===== config.mk =====
export PLATFORM = sky130hd
export DESIGN_NAME = circular_address_generator_flat
export DESIGN_NICKNAME = d
export VERILOG_FILES = /design/src/sv/cag_pkg.sv /design/src/sv/cag_if.sv /design/src/sv/cag_mem.sv /design/src/sv/cag_alu.sv /design/src/sv/circular_address_generator.sv /design/src/flat_wrapper.sv
export SDC_FILE = /design/constraint.sdc
export NUM_CORES = 1
export LEC_CHECK = 0
export ABC_AREA = 1
export CAP_MARGIN = 20
export CORE_MARGIN = 2
export CORE_UTILIZATION = 51
export CTS_CLUSTER_SIZE = 30
export DETAILED_ROUTE_END_ITERATION = 12
export DONT_BUFFER_PORTS = 1
export MAX_ROUTING_LAYER = met4
export PLACE_DENSITY_LB_ADDON = 0.15
export SETUP_SLACK_MARGIN = 0.3
export SLEW_MARGIN = 15
export SYNTH_ARGS = -nofsm -noshare
export SYNTH_HDL_FRONTEND = slang
export SYNTH_HIERARCHICAL = 1
export SYNTH_SLANG_ARGS = --single-unit

===== constraint.sdc =====
create_clock -name clock -period 8 [get_ports clock]
set_input_delay 0.4 -clock clock [delete_from_list [all_inputs] [get_ports clock]]
set_output_delay 0.4 -clock clock [all_outputs]
set_load 0.01 [all_outputs]

===== src/sv/cag_pkg.sv =====
`timescale 1ns / 1ps

package cag_pkg;

   localparam int NUM_UNITS_DEF = 4;
   localparam int UNIT_W = 2;
   localparam int DATA_W = 16;

   // below this, the inverted step takes the subtract-side correction
   localparam logic [31:0] STEP_SUB_LIMIT = 32'h0000_7FFF;

   typedef enum logic [2:0] {
      CMD_WR_ADDR = 3'd0,
      CMD_WR_WRAP = 3'd1,
      CMD_WR_STEP = 3'd2,
      CMD_READ    = 3'd3,
      CMD_INC     = 3'd4,
      CMD_DEC     = 3'd5,
      CMD_ADD     = 3'd6,
      CMD_SUB     = 3'd7
   } cmd_type;

   typedef enum logic [1:0] {
      S_IDLE = 2'b01,
      S_EXEC = 2'b10
   } state_type;

   typedef struct packed {
      logic [DATA_W-1:0] addr;
      logic [DATA_W-1:0] wrap;
      logic [DATA_W-1:0] step;
   } entry_type;

endpackage


===== src/sv/cag_if.sv =====
`timescale 1ns / 1ps

interface cag_req_if;
   logic                        valid;
   logic                        ready;
   logic [2:0]                  cmd;
   logic [cag_pkg::UNIT_W-1:0]  unit;
   logic [cag_pkg::UNIT_W-1:0]  step_select;
   logic [cag_pkg::DATA_W-1:0]  value;

   modport source (output valid, cmd, unit, step_select, value, input ready);
   modport sink (input valid, cmd, unit, step_select, value, output ready);
endinterface

interface cag_rsp_if;
   logic                              valid;
   logic                              ready;
   logic [cag_pkg::DATA_W-1:0]        addr;
   logic [cag_pkg::DATA_W-1:0]        wrap_len;
   logic signed [cag_pkg::DATA_W-1:0] step;
   logic                              wrapped;

   modport source (output valid, addr, wrap_len, step, wrapped, input ready);
   modport sink (input valid, addr, wrap_len, step, wrapped, output ready);
endinterface


===== src/sv/cag_mem.sv =====
`timescale 1ns / 1ps

// Register-set memory: one write port, two registered read ports.
// Entries that were never written read as zero through per-entry valid bits.
module cag_mem #(
   parameter int NUM_UNITS = cag_pkg::NUM_UNITS_DEF,
   parameter int IDX_W = (NUM_UNITS > 1) ? $clog2(NUM_UNITS) : 1
) (
   input  logic                        clock,
   input  logic                        reset,
   input  logic                        rd_en,
   input  logic [IDX_W-1:0]            rd_idx_a,
   input  logic [IDX_W-1:0]            rd_idx_b,
   output cag_pkg::entry_type          rd_entry_a,
   output logic [cag_pkg::DATA_W-1:0]  rd_step_b,
   input  logic                        wr_en,
   input  logic [IDX_W-1:0]            wr_idx,
   input  cag_pkg::entry_type          wr_entry
);

   cag_pkg::entry_type          mem [NUM_UNITS];
   logic [NUM_UNITS-1:0]        valid_ff;
   cag_pkg::entry_type          rd_a_ff;
   logic [cag_pkg::DATA_W-1:0]  rd_b_ff;

   always_ff @(posedge clock) begin
      if (wr_en) begin
         mem[wr_idx] <= wr_entry;
      end
   end

   always_ff @(posedge clock) begin
      if (reset) begin
         valid_ff <= '0;
      end else if (wr_en) begin
         valid_ff[wr_idx] <= 1'b1;
      end
   end

   always_ff @(posedge clock) begin
      if (rd_en) begin
         rd_a_ff <= valid_ff[rd_idx_a] ? mem[rd_idx_a] : '0;
         rd_b_ff <= valid_ff[rd_idx_b] ? mem[rd_idx_b].step : '0;
      end
   end

   assign rd_entry_a = rd_a_ff;
   assign rd_step_b  = rd_b_ff;

endmodule


===== src/sv/cag_alu.sv =====
`timescale 1ns / 1ps

// Modulo address update and register merge for one command.
module cag_alu (
   input  cag_pkg::cmd_type            cmd,
   input  logic [cag_pkg::DATA_W-1:0]  value,
   input  cag_pkg::entry_type          cur,
   input  logic [cag_pkg::DATA_W-1:0]  sel_step,
   output cag_pkg::entry_type          nxt,
   output logic                        wrapped
);

   always_comb begin
      logic [31:0] a;
      logic [31:0] w;
      logic [31:0] m;
      logic [31:0] n;
      logic [31:0] x;
      logic [31:0] d;
      logic [31:0] w1;
      logic        sub_side;

      a = {16'd0, cur.addr};
      w = {16'd0, cur.wrap};
      w1 = w + 32'd1;
      m = (w | 32'd1) << 1;
      x = '0;
      d = '0;
      n = a;
      sub_side = 1'b0;
      wrapped = 1'b0;
      nxt = cur;

      unique case (cmd)
         cag_pkg::CMD_WR_ADDR: nxt.addr = value;
         cag_pkg::CMD_WR_WRAP: nxt.wrap = value;
         cag_pkg::CMD_WR_STEP: nxt.step = value;
         cag_pkg::CMD_READ: ;
         cag_pkg::CMD_INC: begin
            n = a + 32'd1;
            if ((n ^ a) > m) begin
               n = n - w1;
               wrapped = 1'b1;
            end
            nxt.addr = n[15:0];
         end
         cag_pkg::CMD_DEC: begin
            n = a + w;
            if (((n ^ a) & m) > w) begin
               n = n - w1;
               wrapped = 1'b1;
            end
            nxt.addr = n[15:0];
         end
         cag_pkg::CMD_ADD, cag_pkg::CMD_SUB: begin
            if (cmd == cag_pkg::CMD_ADD) begin
               x = {{16{sel_step[15]}}, sel_step};
               n = a + x;
               sub_side = ~x[31];
            end else begin
               // subtract own step as add of inverted step plus carry in
               x = ~{{16{cur.step[15]}}, cur.step};
               n = a + x + 32'd1;
               sub_side = x < cag_pkg::STEP_SUB_LIMIT;
            end
            d = (n ^ a ^ x) & m;
            if (sub_side) begin
               if (d > w) begin
                  n = n - w1;
                  wrapped = 1'b1;
                end
            end else if ((((n + w1) ^ n) & d) <= w) begin
               n = n + w1;
               wrapped = 1'b1;
            end
            nxt.addr = n[15:0];
         end
         default: ;
      endcase
   end

endmodule


===== src/sv/circular_address_generator.sv =====
`timescale 1ns / 1ps
// Result: the memory is read on accept, then the execute state registers the update and raises valid.
// One item at a time: the register-set memory is read in the accept
//    cycle and written back in the execute cycle, with no overlap between items.
// A full output register holds the execute step until the result is taken.
// Reset: synchronous, clears control state and all valid bits; every unit's entry then reads zero.
module circular_address_generator #(
   parameter int NUM_UNITS = cag_pkg::NUM_UNITS_DEF
) (
   input  logic   clock,
   input  logic   reset,
   cag_req_if.sink   req_chan,
   cag_rsp_if.source rsp_chan
);

   localparam int IDX_W = (NUM_UNITS > 1) ? $clog2(NUM_UNITS) : 1;

   cag_pkg::state_type           state_ff, state_in;
   cag_pkg::cmd_type             cmd_ff;
   logic [cag_pkg::DATA_W-1:0]   value_ff;
   logic [IDX_W-1:0]             idx_ff;
   logic                         unit_ok_ff;
   logic                         sel_ok_ff;

   logic                         rsp_valid_ff, rsp_valid_in;
   cag_pkg::entry_type           rsp_entry_ff;
   logic                         rsp_wrapped_ff;

   logic                         accept;
   logic                         finish;
   logic [IDX_W-1:0]             unit_idx;
   logic [IDX_W-1:0]             sel_idx;
   cag_pkg::entry_type           cur_entry;
   logic [cag_pkg::DATA_W-1:0]   sel_step_raw;
   logic [cag_pkg::DATA_W-1:0]   sel_step;
   cag_pkg::entry_type           nxt_entry;
   logic                         nxt_wrapped;

   assign req_chan.ready = (state_ff == cag_pkg::S_IDLE);
   assign accept = req_chan.valid && req_chan.ready;
   assign finish = (state_ff == cag_pkg::S_EXEC) && (!rsp_valid_ff || rsp_chan.ready);

   assign unit_idx = IDX_W'(req_chan.unit);
   assign sel_idx  = IDX_W'(req_chan.step_select);

   cag_mem #(
      .NUM_UNITS (NUM_UNITS),
      .IDX_W     (IDX_W)
   ) u_mem (
      .clock      (clock),
      .reset      (reset),
      .rd_en      (accept),
      .rd_idx_a   (unit_idx),
      .rd_idx_b   (sel_idx),
      .rd_entry_a (cur_entry),
      .rd_step_b  (sel_step_raw),
      .wr_en      (finish && unit_ok_ff),
      .wr_idx     (idx_ff),
      .wr_entry   (nxt_entry)
   );

   assign sel_step = sel_ok_ff ? sel_step_raw : '0;

   cag_alu u_alu (
      .cmd      (cmd_ff),
      .value    (value_ff),
      .cur      (cur_entry),
      .sel_step (sel_step),
      .nxt      (nxt_entry),
      .wrapped  (nxt_wrapped)
   );

   always_comb begin
      state_in = state_ff;
      unique case (state_ff)
         cag_pkg::S_IDLE: begin
            if (accept) begin
               state_in = cag_pkg::S_EXEC;
            end
         end
         cag_pkg::S_EXEC: begin
            if (finish) begin
               state_in = cag_pkg::S_IDLE;
            end
         end
         default: state_in = cag_pkg::S_IDLE;
      endcase
   end

   always_comb begin
      rsp_valid_in = rsp_valid_ff;
      if (finish) begin
         rsp_valid_in = 1'b1;
      end else if (rsp_chan.ready) begin
         rsp_valid_in = 1'b0;
      end
   end

   always_ff @(posedge clock) begin
      if (reset) begin
         state_ff     <= cag_pkg::S_IDLE;
         rsp_valid_ff <= 1'b0;
      end else begin
         state_ff     <= state_in;
         rsp_valid_ff <= rsp_valid_in;
      end
   end

   always_ff @(posedge clock) begin
      if (accept) begin
         cmd_ff     <= cag_pkg::cmd_type'(req_chan.cmd);
         value_ff   <= req_chan.value;
         idx_ff     <= unit_idx;
         unit_ok_ff <= (int'(req_chan.unit) < NUM_UNITS);
         sel_ok_ff  <= (int'(req_chan.step_select) < NUM_UNITS);
      end
   end

   // out-of-range unit: no write, all-zero result
   always_ff @(posedge clock) begin
      if (finish) begin
         rsp_entry_ff   <= unit_ok_ff ? nxt_entry : '0;
         rsp_wrapped_ff <= unit_ok_ff && nxt_wrapped;
      end
   end

   assign rsp_chan.valid    = rsp_valid_ff;
   assign rsp_chan.addr     = rsp_entry_ff.addr;
   assign rsp_chan.wrap_len = rsp_entry_ff.wrap;
   assign rsp_chan.step     = $signed(rsp_entry_ff.step);
   assign rsp_chan.wrapped  = rsp_wrapped_ff;

endmodule


===== src/flat_wrapper.sv =====
// flat-port wrapper written by rule: the top's interface ports become plain ports
module circular_address_generator_flat 
#(
   parameter int NUM_UNITS = cag_pkg::NUM_UNITS_DEF
)
  (clock, reset, req_chan_valid, req_chan_cmd, req_chan_unit, req_chan_step_select, req_chan_value, req_chan_ready, rsp_chan_valid, rsp_chan_addr, rsp_chan_wrap_len, rsp_chan_step, rsp_chan_wrapped, rsp_chan_ready);
  cag_req_if req_chan_i ();
  cag_rsp_if rsp_chan_i ();
  input  logic clock;
  input  logic reset;
  input wire logic [$bits(req_chan_i.valid)-1:0] req_chan_valid;
  input wire logic [$bits(req_chan_i.cmd)-1:0] req_chan_cmd;
  input wire logic [$bits(req_chan_i.unit)-1:0] req_chan_unit;
  input wire logic [$bits(req_chan_i.step_select)-1:0] req_chan_step_select;
  input wire logic [$bits(req_chan_i.value)-1:0] req_chan_value;
  output wire logic [$bits(req_chan_i.ready)-1:0] req_chan_ready;
  output wire logic [$bits(rsp_chan_i.valid)-1:0] rsp_chan_valid;
  output wire logic [$bits(rsp_chan_i.addr)-1:0] rsp_chan_addr;
  output wire logic [$bits(rsp_chan_i.wrap_len)-1:0] rsp_chan_wrap_len;
  output wire logic [$bits(rsp_chan_i.step)-1:0] rsp_chan_step;
  output wire logic [$bits(rsp_chan_i.wrapped)-1:0] rsp_chan_wrapped;
  input wire logic [$bits(rsp_chan_i.ready)-1:0] rsp_chan_ready;
  assign req_chan_i.valid = req_chan_valid;
  assign req_chan_i.cmd = req_chan_cmd;
  assign req_chan_i.unit = req_chan_unit;
  assign req_chan_i.step_select = req_chan_step_select;
  assign req_chan_i.value = req_chan_value;
  assign req_chan_ready = req_chan_i.ready;
  assign rsp_chan_valid = rsp_chan_i.valid;
  assign rsp_chan_addr = rsp_chan_i.addr;
  assign rsp_chan_wrap_len = rsp_chan_i.wrap_len;
  assign rsp_chan_step = rsp_chan_i.step;
  assign rsp_chan_wrapped = rsp_chan_i.wrapped;
  assign rsp_chan_i.ready = rsp_chan_ready;
  circular_address_generator #(.NUM_UNITS(NUM_UNITS)) u_core (.clock(clock), .reset(reset), .req_chan(req_chan_i), .rsp_chan(rsp_chan_i));
endmodule

Word level (Yosys, flattened, before mapping) --
Memories as Yosys holds them, arrays and structs flattened. A register that Yosys moved wholly into a read port is not among the register bits. Cells that the tools add are included.
Storage, ports and cells: memory bits (writable) 192, memories kept 1, flip-flop bits (word level) 77, word-level logic and storage cells 95
Operators by class: add/sub/neg operators 10, eq/ne operators 10, bitwise logic cells 11, multiplexer cells 33, magnitude comparators 9, reduce and logical (&&, ||, !) cells 11
Memories:
- u_core.u_mem.mem | depth 4, width 48, read ports 2, clocked after Yosys merged registers in 2, wr ports 1, line cag_mem.sv:21 | cag_pkg::entry_type mem [NUM_UNITS];
Operator list (count):
- 32-bit 2-to-1 mux | 4
- 16-bit 2-to-1 mux | 7
- 16-bit case mux with 4 select lines | 1
- 32-bit bitwise XOR | 2
- 16-bit subtractor | 3
- 16-bit by 1-bit adder with 17-bit output, second input constant | 2
- 17-bit by 16-bit bitwise XOR with 17-bit output | 2
- 16-bit by 32-bit adder with 32-bit output | 1
- 32-bit by 1-bit adder with 32-bit output, second input constant | 1
- 32-bit by 17-bit adder with 32-bit output | 1
- 32-bit by 17-bit bitwise AND with 32-bit output | 1
- 32-bit bitwise AND | 1
- 32-bit by 16-bit greater-than comparator with 1-bit output | 1
- 32-bit by 16-bit <= comparator with 1-bit output | 1
- 32-bit by 15-bit less-than comparator with 1-bit output, second input constant | 1
- 32-bit NOT | 1
- 32-bit by 16-bit bitwise XOR with 32-bit output | 1
- 17-bit by 16-bit adder with 18-bit output | 1
- 16-bit by 16-bit adder with 17-bit output | 1
- 17-bit bitwise AND | 1
- 17-bit by 16-bit greater-than comparator with 1-bit output | 1
- 17-bit greater-than comparator | 1
- 1-bit 2-to-1 mux | 14
- 3-bit == test, second input constant | 4
- 22 further kinds | 30

Logic depth before layout (Yosys ltp) --
Gate-level depths: netlist (run 1).
word-level depth 13, mapped depth 41, mapped depth without buffers 40

Modules after synthesis --
The synthesis (run 1) kept the hierarchy.
By module, submodules not included:
- cag_mem | times used 1, seq. area each 7767.4 sq um, area an instance 11258.3 sq um, cells each 1111
- cag_alu | times used 1, seq. area each 0.0 sq um, area an instance 10398.7 sq um, cells each 1811
- circular_address_generator | times used 1, seq. area each 2162.1 sq um, area an instance 2247.2 sq um, cells each 88

Worst setup path after synthesis (run 1) --
Ideal clock, no wire load.
path kind flip-flop to flip-flop, start point register u_core.rsp_valid_ff, in the netlist u_core/rsp_chan.valid, end point memory u_core/u_mem/mem[3][0] in the netlist's numbering, enable pin, path slack 2.084 ns, stages on the path, launching flop included 6, setup time 0.402 ns, data arrival time 5.514 ns, cells stage by stage dfxtp_1 -> inv_1 -> nor2_4 -> nor3_1 -> nand3_1 -> inv_1
Between the ends: cells in the longest elaborated chain, start to end 5
Ends and longest elaborated chain:
- start: declaration | line circular_address_generator.sv:25 | logic rsp_valid_ff, rsp_valid_in;
- start signal: assignment | line circular_address_generator.sv:105 | rsp_valid_ff <= rsp_valid_in;
- 1-bit zero test | line circular_address_generator.sv:41 | assign finish = (state_ff == cag_pkg::S_EXEC) && (!rsp_valid_ff || rsp_chan.ready);
- 1-bit logical OR | line circular_address_generator.sv:41
- 1-bit logical AND | line circular_address_generator.sv:41
- via u_core.finish | line circular_address_generator.sv:30 | logic finish;
- 1-bit 2-to-1 mux | line cag_mem.sv:27 | if (wr_en) begin
- 1-bit 2-to-1 mux (not written as such) | line cag_mem.sv:28 | mem[wr_idx] <= wr_entry;
- end: declaration | line cag_mem.sv:21
The timed path passes the listed nets, and every way through them passes these cells.

==> metrics.md, run 1 <==
| Metric | Value |
|---|---|
| Synth warnings | `6` |
| Final ANT Viol Nets | `0` |
| Initial Util | `0.516` |
| Met2 WL | `36.7 mm` |
| Min Tclk post-route | `6.91 ns` |
| DP Wirelength | `59.7 mm` |
| Final net count | `3211` |
| Static Leak | `12.5 nW` |
| Cell area after synthesis | `0.0239 sq mm` |
| Number of synthesized flops with an enable pin | `326` |
| Initial antenna violation count | `2` |
| Vias | `20800` |
| CTS root buf | `clkbuf_16` |
| DR WL met3 | `6.50 mm` |
| Status | `complete, no violations` |
| Vias in the first global route | `19800` |
| Most frequent cells in the layout | `nand2_1 (832), inv_1 (504), edfxtp_1 (326)` |
| Pwr dens | `217 mW/mm^2` |
| Critical path peak fanout | `9` |
| HP Class | `in2reg` |
| Clk sinks | `333` |
| Area Growth Syn to Fin | `7.56%` |
| Layout Skew | `0.0249 ns` |
| Fmax achieved | `145 MHz` |
| IO Pins | `78` |
| Count of cell types in the netlist | `57` |
| Num rows | `79` |
| Overall routing resource usage | `0.342` |
| # DRC | `0` |
| CTS buffer count | `37` |
| Top_reg_cell synth | `edfxtp_1` |
| Clk pwr share | `0.282` |
| Antenna diodes | `0` |
| 1st-iter DRT viols | `2061` |
| Sequential fraction of design power | `0.373` |
| Switching pwr | `2.07 mW` |
| Via density | `5.70` |
| DRT Pass-1 Iters | `6` |
| Net Count, Synth | `3213` |
| Setup TNS | `0 ns` |
| GPL Wtd Cong | `0.995` |
| Reg clk slew, reported paths | `0.06 ns` |
| Syn_area_per_cell | `7.94 sq um` |
| H-tree Lvls | `2` |
| Combinational Power Share | `0.344` |
| Crit path kind | `reg2reg` |
| Worst path slowest cell | `o21ai_0` |
| Core area | `0.0464 sq mm` |
| Post-cts gate resize count | `0` |
| Switching Fraction | `0.371` |
| Post-synthesis sequential area ratio | `0.415` |
| Critical Path AT | `7.07 ns` |
| Max-slew headroom | `0.238` |
| Largest net degree at the start of global routing | `101` |
| Synth async-reset ratio | `0` |
| Wl on met1 | `35.0 mm` |
| Worst slew pin tran | `1.14 ns` |
| Die area | `0.0486 sq mm` |
| Largest stage delay on the critical path | `0.78 ns` |
| RSZ-0062 raised after global routing | `no` |
| Overall power | `5.58 mW` |
| Commonest non-fill, non-tap cell in the layout | `nand2_1` |
| Critical path data required time | `8.16 ns` |
| Flop and latch count out of synthesis | `333` |
| Cells after Synth | `3010` |
| VDD IR max | `0.211 mV` |
| First-pass GRT wire length | `119 mm` |
| Fin. max-slew vios | `0` |
| Max Cap Viol | `0` |
| Routed len/inst | `22.2 microns` |
| Layout cells sized above 1 | `0.0603` |
| Setup-failing EPs final | `0` |
| Worst-Skew Late Latency | `0.57 ns` |
| CP startpoint kind | `flip-flop` |
| GRT overflow | `0` |
| Final Hold Vio Count | `0` |
| Period utilization | `0.863` |
| IO buf count | `0` |
| Most Frequent Cell on Critical Path | `nand2_1` |
| CTS tree | `yes` |
| Highest metal used | `met4` |
| Drt total wl | `80.9 mm` |
| Die Ht | `220 microns` |
| Critical Path End Type | `flip-flop` |
| Clock buffer depth | `3` |
| Die width | `220 microns` |
| Internal | `3.51 mW` |
==> state kept, by name, indices dropped and copies added, names as in the netlist <==
signal                    cells
u_core/rsp_chan.wrap_len     16
u_core/state_ff               2
u_core/rsp_chan.wrapped       1
u_core/u_mem/mem            192
u_core/rsp_chan.step         16
u_core/idx_ff                 2
u_core/cmd_ff                 3
u_core/u_mem/valid_ff         4
u_core/rsp_chan.valid         1
u_core/rsp_chan.addr         16
u_core/u_mem/rd_entry_a      48
u_core/u_mem/rd_step_b       16
u_core/value_ff              16
==> path summary, 6_finish.rpt <==
kind | start | slack (ns) | depth (start not counted) | to
max reg2reg | u_core/u_mem/rd_entry_a[32]$_SDFFCE_PN0P_ | 1.09 | 29 | u_core/u_mem/mem[1][32]$_DFFE_PP_
max | u_core/u_mem/rd_entry_a[32]$_SDFFCE_PN0P_ | 1.09 | 29 | u_core/u_mem/mem[1][32]$_DFFE_PP_
min reg2reg | u_core/u_mem/valid_ff[1]$_SDFFE_PP0P_ | 0.49 | 2 | u_core/u_mem/valid_ff[1]$_SDFFE_PP0P_
min | rsp_chan_ready | 0.06 | 4 | u_core/state_ff[0]$_SDFFE_PP1P_
==> layer usage <==
layer | up-vias | GRT usage
met5 | - | -
met4 | 0 | 0.113
met3 | 129 | 0.0525
met2 | 923 | 0.533
met1 | 9894 | 0.460
li1 | 9814 | -
==> logic make-up (layout without fill, tap and decap cells) <==
logic type,after synthesis,in the layout,share of synthesized area
compound gates,371,371,0.0856
xor+xnor,122,122,0.0447
fa+ha+maj,176,176,0.0943
buf+inv,620,643,0.104
flops,333,333,0.415
mux,1,1,0.000419
simple gates,1387,1387,0.255
==> synth_stat cells, drive strengths merged (10+ instances only) <==
library cell,number,share of area
a21oi,168,0.036
nand3b,11,0.0035
nor2,122,0.021
clkbuf,23,0.0036
o21bai,12,0.0038
nand4,34,0.0095
nand2,870,0.14
inv,536,0.084
or2,12,0.0032
xnor2,21,0.0077
o21ai,131,0.028
buf,60,0.016
edfxtp,326,0.41
o211ai,10,0.0031
a21o,14,0.0044
xor2,101,0.037
ha,169,0.088
nor3,32,0.0081
a31oi,11,0.0029
nand3,289,0.064
==> per-stage QoR <==
| stage | instance area (sq um) | setup slack, ns | cells | hold WS [ns] | utilization |
|---|---|---|---|---|---|
| 2_1_floorplan | 23900 | 2.08 | 3010 | 0.448 | - |
| 3_3_place_gp | 24400 | 1.38 | 3553 | 0.462 | 0.526 |
| 3_5_place_dp | 24400 | 1.27 | 3553 | 0.468 | 0.526 |
| 4_1_cts | 25700 | 1.23 | 3640 | 0.0275 | 0.555 |
| 5_1_grt | 25700 | 0.633 | 3640 | 0.0581 | 0.555 |
| 6_report | 25700 | 1.09 | 3640 | 0.0552 | 0.555 |
==> power by group through the flow <==
stage	registers (mW)	logic, mW	clock network [mW]
2_1_floorplan	2.08	1.37	0
3_3_place_gp	2.12	1.85	0
3_5_place_dp	2.12	1.86	0
4_1_cts	2.08	1.88	1.61
5_1_grt	2.09	2.11	1.66
6_report	2.08	1.92	1.57
==> timing repair <==
item | in CTS | in global routing
buffers inserted | 0 | 0
hold buffers | 23 | 0
hold endpoints to repair | 28 | 0
setup endpoints to repair | 0 | 0
==> layout make-up <==
type | instances | area (sq um)
Multi-Input combinational cell | 2057 | 11500
Inverter | 537 | 2030
Clock inverter | 13 | 118
Clock buffer | 51 | 998
Timing Repair Buffer | 42 | 373
Sequential cell | 333 | 9930
Tap cell | 607 | 759
Fill cell | 4226 | 20600
==> critical path: cells and delay by family, from the launching register on <==
family,cells,cell delay [ns]
flip-flops,1,0.50
XOR/XNOR,2,0.41
AO/OA/AOI/OAI,7,1.78
AND/OR/NAND/NOR,14,2.18
buffers and inverters,2,0.25
adder cells (fa/ha/maj),4,1.42
No activity file was read; power rests on OpenSTA's default activity.
==> run 2, diff against run 1 <==
--- a/config.mk
+++ b/config.mk
@@ -7,6 +7,7 @@
 export LEC_CHECK = 0
 export ABC_AREA = 1
 export CAP_MARGIN = 20
+export CORE_ASPECT_RATIO = 0.9
 export CORE_MARGIN = 2
 export CORE_UTILIZATION = 51
 export CTS_CLUSTER_SIZE = 30
==> metrics.md, run 2 (synthesis gave the netlist of run 1 again) <==
| Metric | Value |
|---|---|
| Final Hold Vio Count | `0 (unchanged)` |
| Sequential fraction of design power | `0.362 (-0.011)` |
| Post-cts gate resize count | `0 (unchanged)` |
| Worst path slowest cell | `edfxtp_1` |
| Clk pwr share | `0.301 (+0.019)` |
| CTS buffer count | `36 (-2.7%)` |
| Vias in the first global route | `20000 (+1.1%)` |
| VDD IR max | `0.196 mV (-7.4%)` |
| Area Growth Syn to Fin | `7.97%` |
| CTS tree | `yes` |
| Hold Crit Depth | `3 (-1)` |
| Setup-failing EPs final | `0 (unchanged)` |
| Static Leak | `12.5 nW (+0.31%)` |
| HP Class | `in2reg` |
| Status | `complete, no violations` |
| Max-slew headroom | `0.245 (+0.00695)` |
| Critical path peak fanout | `10 (+1)` |
| Max Cap Viol | `0 (unchanged)` |
| IO buf count | `0 (unchanged)` |
| Initial antenna violation count | `0 (-2)` |
| Critical path data required time | `8.20 ns (+0.04 ns)` |
| GPL Wtd Cong | `1.07 (+7.2%)` |
| Clock buffer depth | `3 (unchanged)` |
| Internal | `3.62 mW (+3.3%)` |
| Fin cells | `3651 (+0.30%)` |
| CP Depth | `32 (+10%)` |
| Critical Path AT | `7.15 ns (+0.08 ns)` |
| IO Pins | `78 (unchanged)` |
| Layout filler cell count | `4295 (+1.6%)` |
| Via density | `5.64 (-1.0%)` |
| CP startpoint kind | `flip-flop` |
| DRT Pass-1 Iters | `5 (-1)` |
| Critical Path End Type | `flip-flop` |
| Top Family by Delay on Critical Path | `simple AND/OR/NAND/NOR gates` |
| Combinational Power Share | `0.337 (-0.007)` |
| Overall routing resource usage | `0.344 (+0.00172)` |
| Most Frequent Cell on Critical Path | `nand2_1` |
| Cells after DPL | `3563 (+0.28%)` |
| Die width | `232 microns (+5.3%)` |
| R2R depth | `32 (+10%)` |
| RSZ-0062 raised after global routing | `no` |
| Area of the multi-input gates | `0.0115 sq mm (about the same)` |
| Most frequent cells in the layout | `nand2_1 (832), inv_1 (504), edfxtp_1 (326)` |
| Clk sinks | `333 (unchanged)` |
| Post-CTS Setup Bufs | `0 (unchanged)` |
| CTS Hold Bufs | `22 (-4.3%)` |
| Routed len/inst | `22.2 microns (about the same)` |
| Pre-CTS setup slack | `1.16 ns (-0.108 ns)` |
| DP Wirelength | `59.3 mm (-0.69%)` |
| Crit path kind | `reg2reg` |
| Worst slew pin tran | `1.12 ns (-0.0181 ns)` |
| Fmax achieved | `144 MHz (-0.62%)` |
| Core area | `0.0465 sq mm (+0.20%)` |
| Initial Util | `0.515 (-0.00103)` |
| Final ANT Viol Nets | `0 (unchanged)` |
| Pwr dens | `223 mW/mm^2 (+2.8%)` |
| First-pass GRT wire length | `120 mm (+1.4%)` |
| Drt total wl | `81.1 mm (+0.31%)` |
| Reg with most FFs | `u_core/u_mem/mem` |
| Vias | `20600 (-0.74%)` |
| H-tree Lvls | `2 (unchanged)` |
| 1st-iter DRT viols | `2228 (+8.1%)` |
| Layout cells sized above 1 | `0.0600 (-0.000349)` |
| Register area | `0.00993 sq mm (unchanged)` |
| Setup WS post-layout | `1.05 ns (-0.0433 ns)` |
| Number of flip-flops in the largest register | `192 (unchanged)` |
| Num rows | `75 (-5.1%)` |
| GRT overflow | `0 (unchanged)` |
| # DRC | `0 (unchanged)` |
| Reg clk slew, reported paths | `0.06 ns (about the same)` |
| Min Tclk post-route | `6.95 ns (+0.0433 ns)` |
| Setup TNS | `0 ns (unchanged)` |
| Worst-Skew Late Latency | `0.58 ns (about the same)` |
| Switching pwr | `2.13 mW (+3.0%)` |
| Commonest non-fill, non-tap cell in the layout | `nand2_1` |
| Largest stage delay on the critical path | `0.50 ns (-0.28 ns)` |
| Final net count | `3210 (-0.031%)` |
| Switching Fraction | `0.370 (-0.000652)` |
| Overall power | `5.75 mW (+3.2%)` |
| Die Ht | `209 microns (-5.0%)` |
| CTS root buf | `clkbuf_16` |
| Layout Skew | `0.0236 ns (-0.00129 ns)` |
| Period utilization | `0.869 (+0.00542)` |
| Largest net degree at the start of global routing | `101 (unchanged)` |
| CP bufs+invs | `3 (+1)` |
| Fin. max-slew vios | `0 (unchanged)` |
| Die area | `0.0486 sq mm (about the same)` |
[run 2: layout make-up]
type,count,area share
Antenna cell,1,0.0000970
Clock inverter,24,0.0112
Sequential cell,333,0.385
Multi-Input combinational cell,2057,0.446
Inverter,537,0.0785
Timing Repair Buffer,42,0.0143
Clock buffer,41,0.0356
Tap cell,616,0.0299
[run 2: power groups by stage]
| stage | Clock, mW | Sequential (mW) | Combinational [mW] |
|---|---|---|---|
| after global placement | 0 | 2.12 | 1.86 |
| after floorplan | 0 | 2.08 | 1.37 |
| after global routing | 1.82 | 2.09 | 2.13 |
| after detailed placement | 0 | 2.12 | 1.87 |
| after CTS | 1.75 | 2.08 | 1.89 |
| final | 1.73 | 2.08 | 1.94 |
[run 2: per-stage QoR]
step | hold WS (ns) | utilization | instance area (sq um)
after floorplan | 0.448 | - | 23900
after global placement | 0.465 | 0.525 | 24400
after detailed placement | 0.467 | 0.525 | 24400
after CTS | 0.00330 | 0.556 | 25800
after global routing | 0.0173 | 0.556 | 25800
final | 0.0182 | 0.556 | 25800
[run 2: worst min-delay path: cells and delay by family]
| family | cells | cell delay (ns) |
|---|---|---|
| compound gates | 1 | 0.05 |
| simple gates | 2 | 0.09 |
[run 2: worst paths after layout]
check,from,endpoint,slack (ns)
max,u_core/u_mem/rd_entry_a[32]$_SDFFCE_PN0P_,u_core/u_mem/mem[3][42]$_DFFE_PP_,1.05
min,rsp_chan_ready,u_core/state_ff[1]$_SDFFE_PP0P_,0.02
max reg2reg,u_core/u_mem/rd_entry_a[32]$_SDFFCE_PN0P_,u_core/u_mem/mem[3][42]$_DFFE_PP_,1.05
min reg2reg,u_core/u_mem/valid_ff[3]$_SDFFE_PP0P_,u_core/u_mem/valid_ff[3]$_SDFFE_PP0P_,0.49
[run 2: routing by layer]
layer  vias to the layer above  part of all wire  routed length, microns  global-route usage
li1                       9816                 -                       -                   -
met1                      9786              0.43                   35000               0.465
met2                       856              0.44                   35300               0.507
met3                       149             0.095                    7720              0.0769
met4                         0             0.038                    3060               0.127
met5                         -                 0                       0                   -
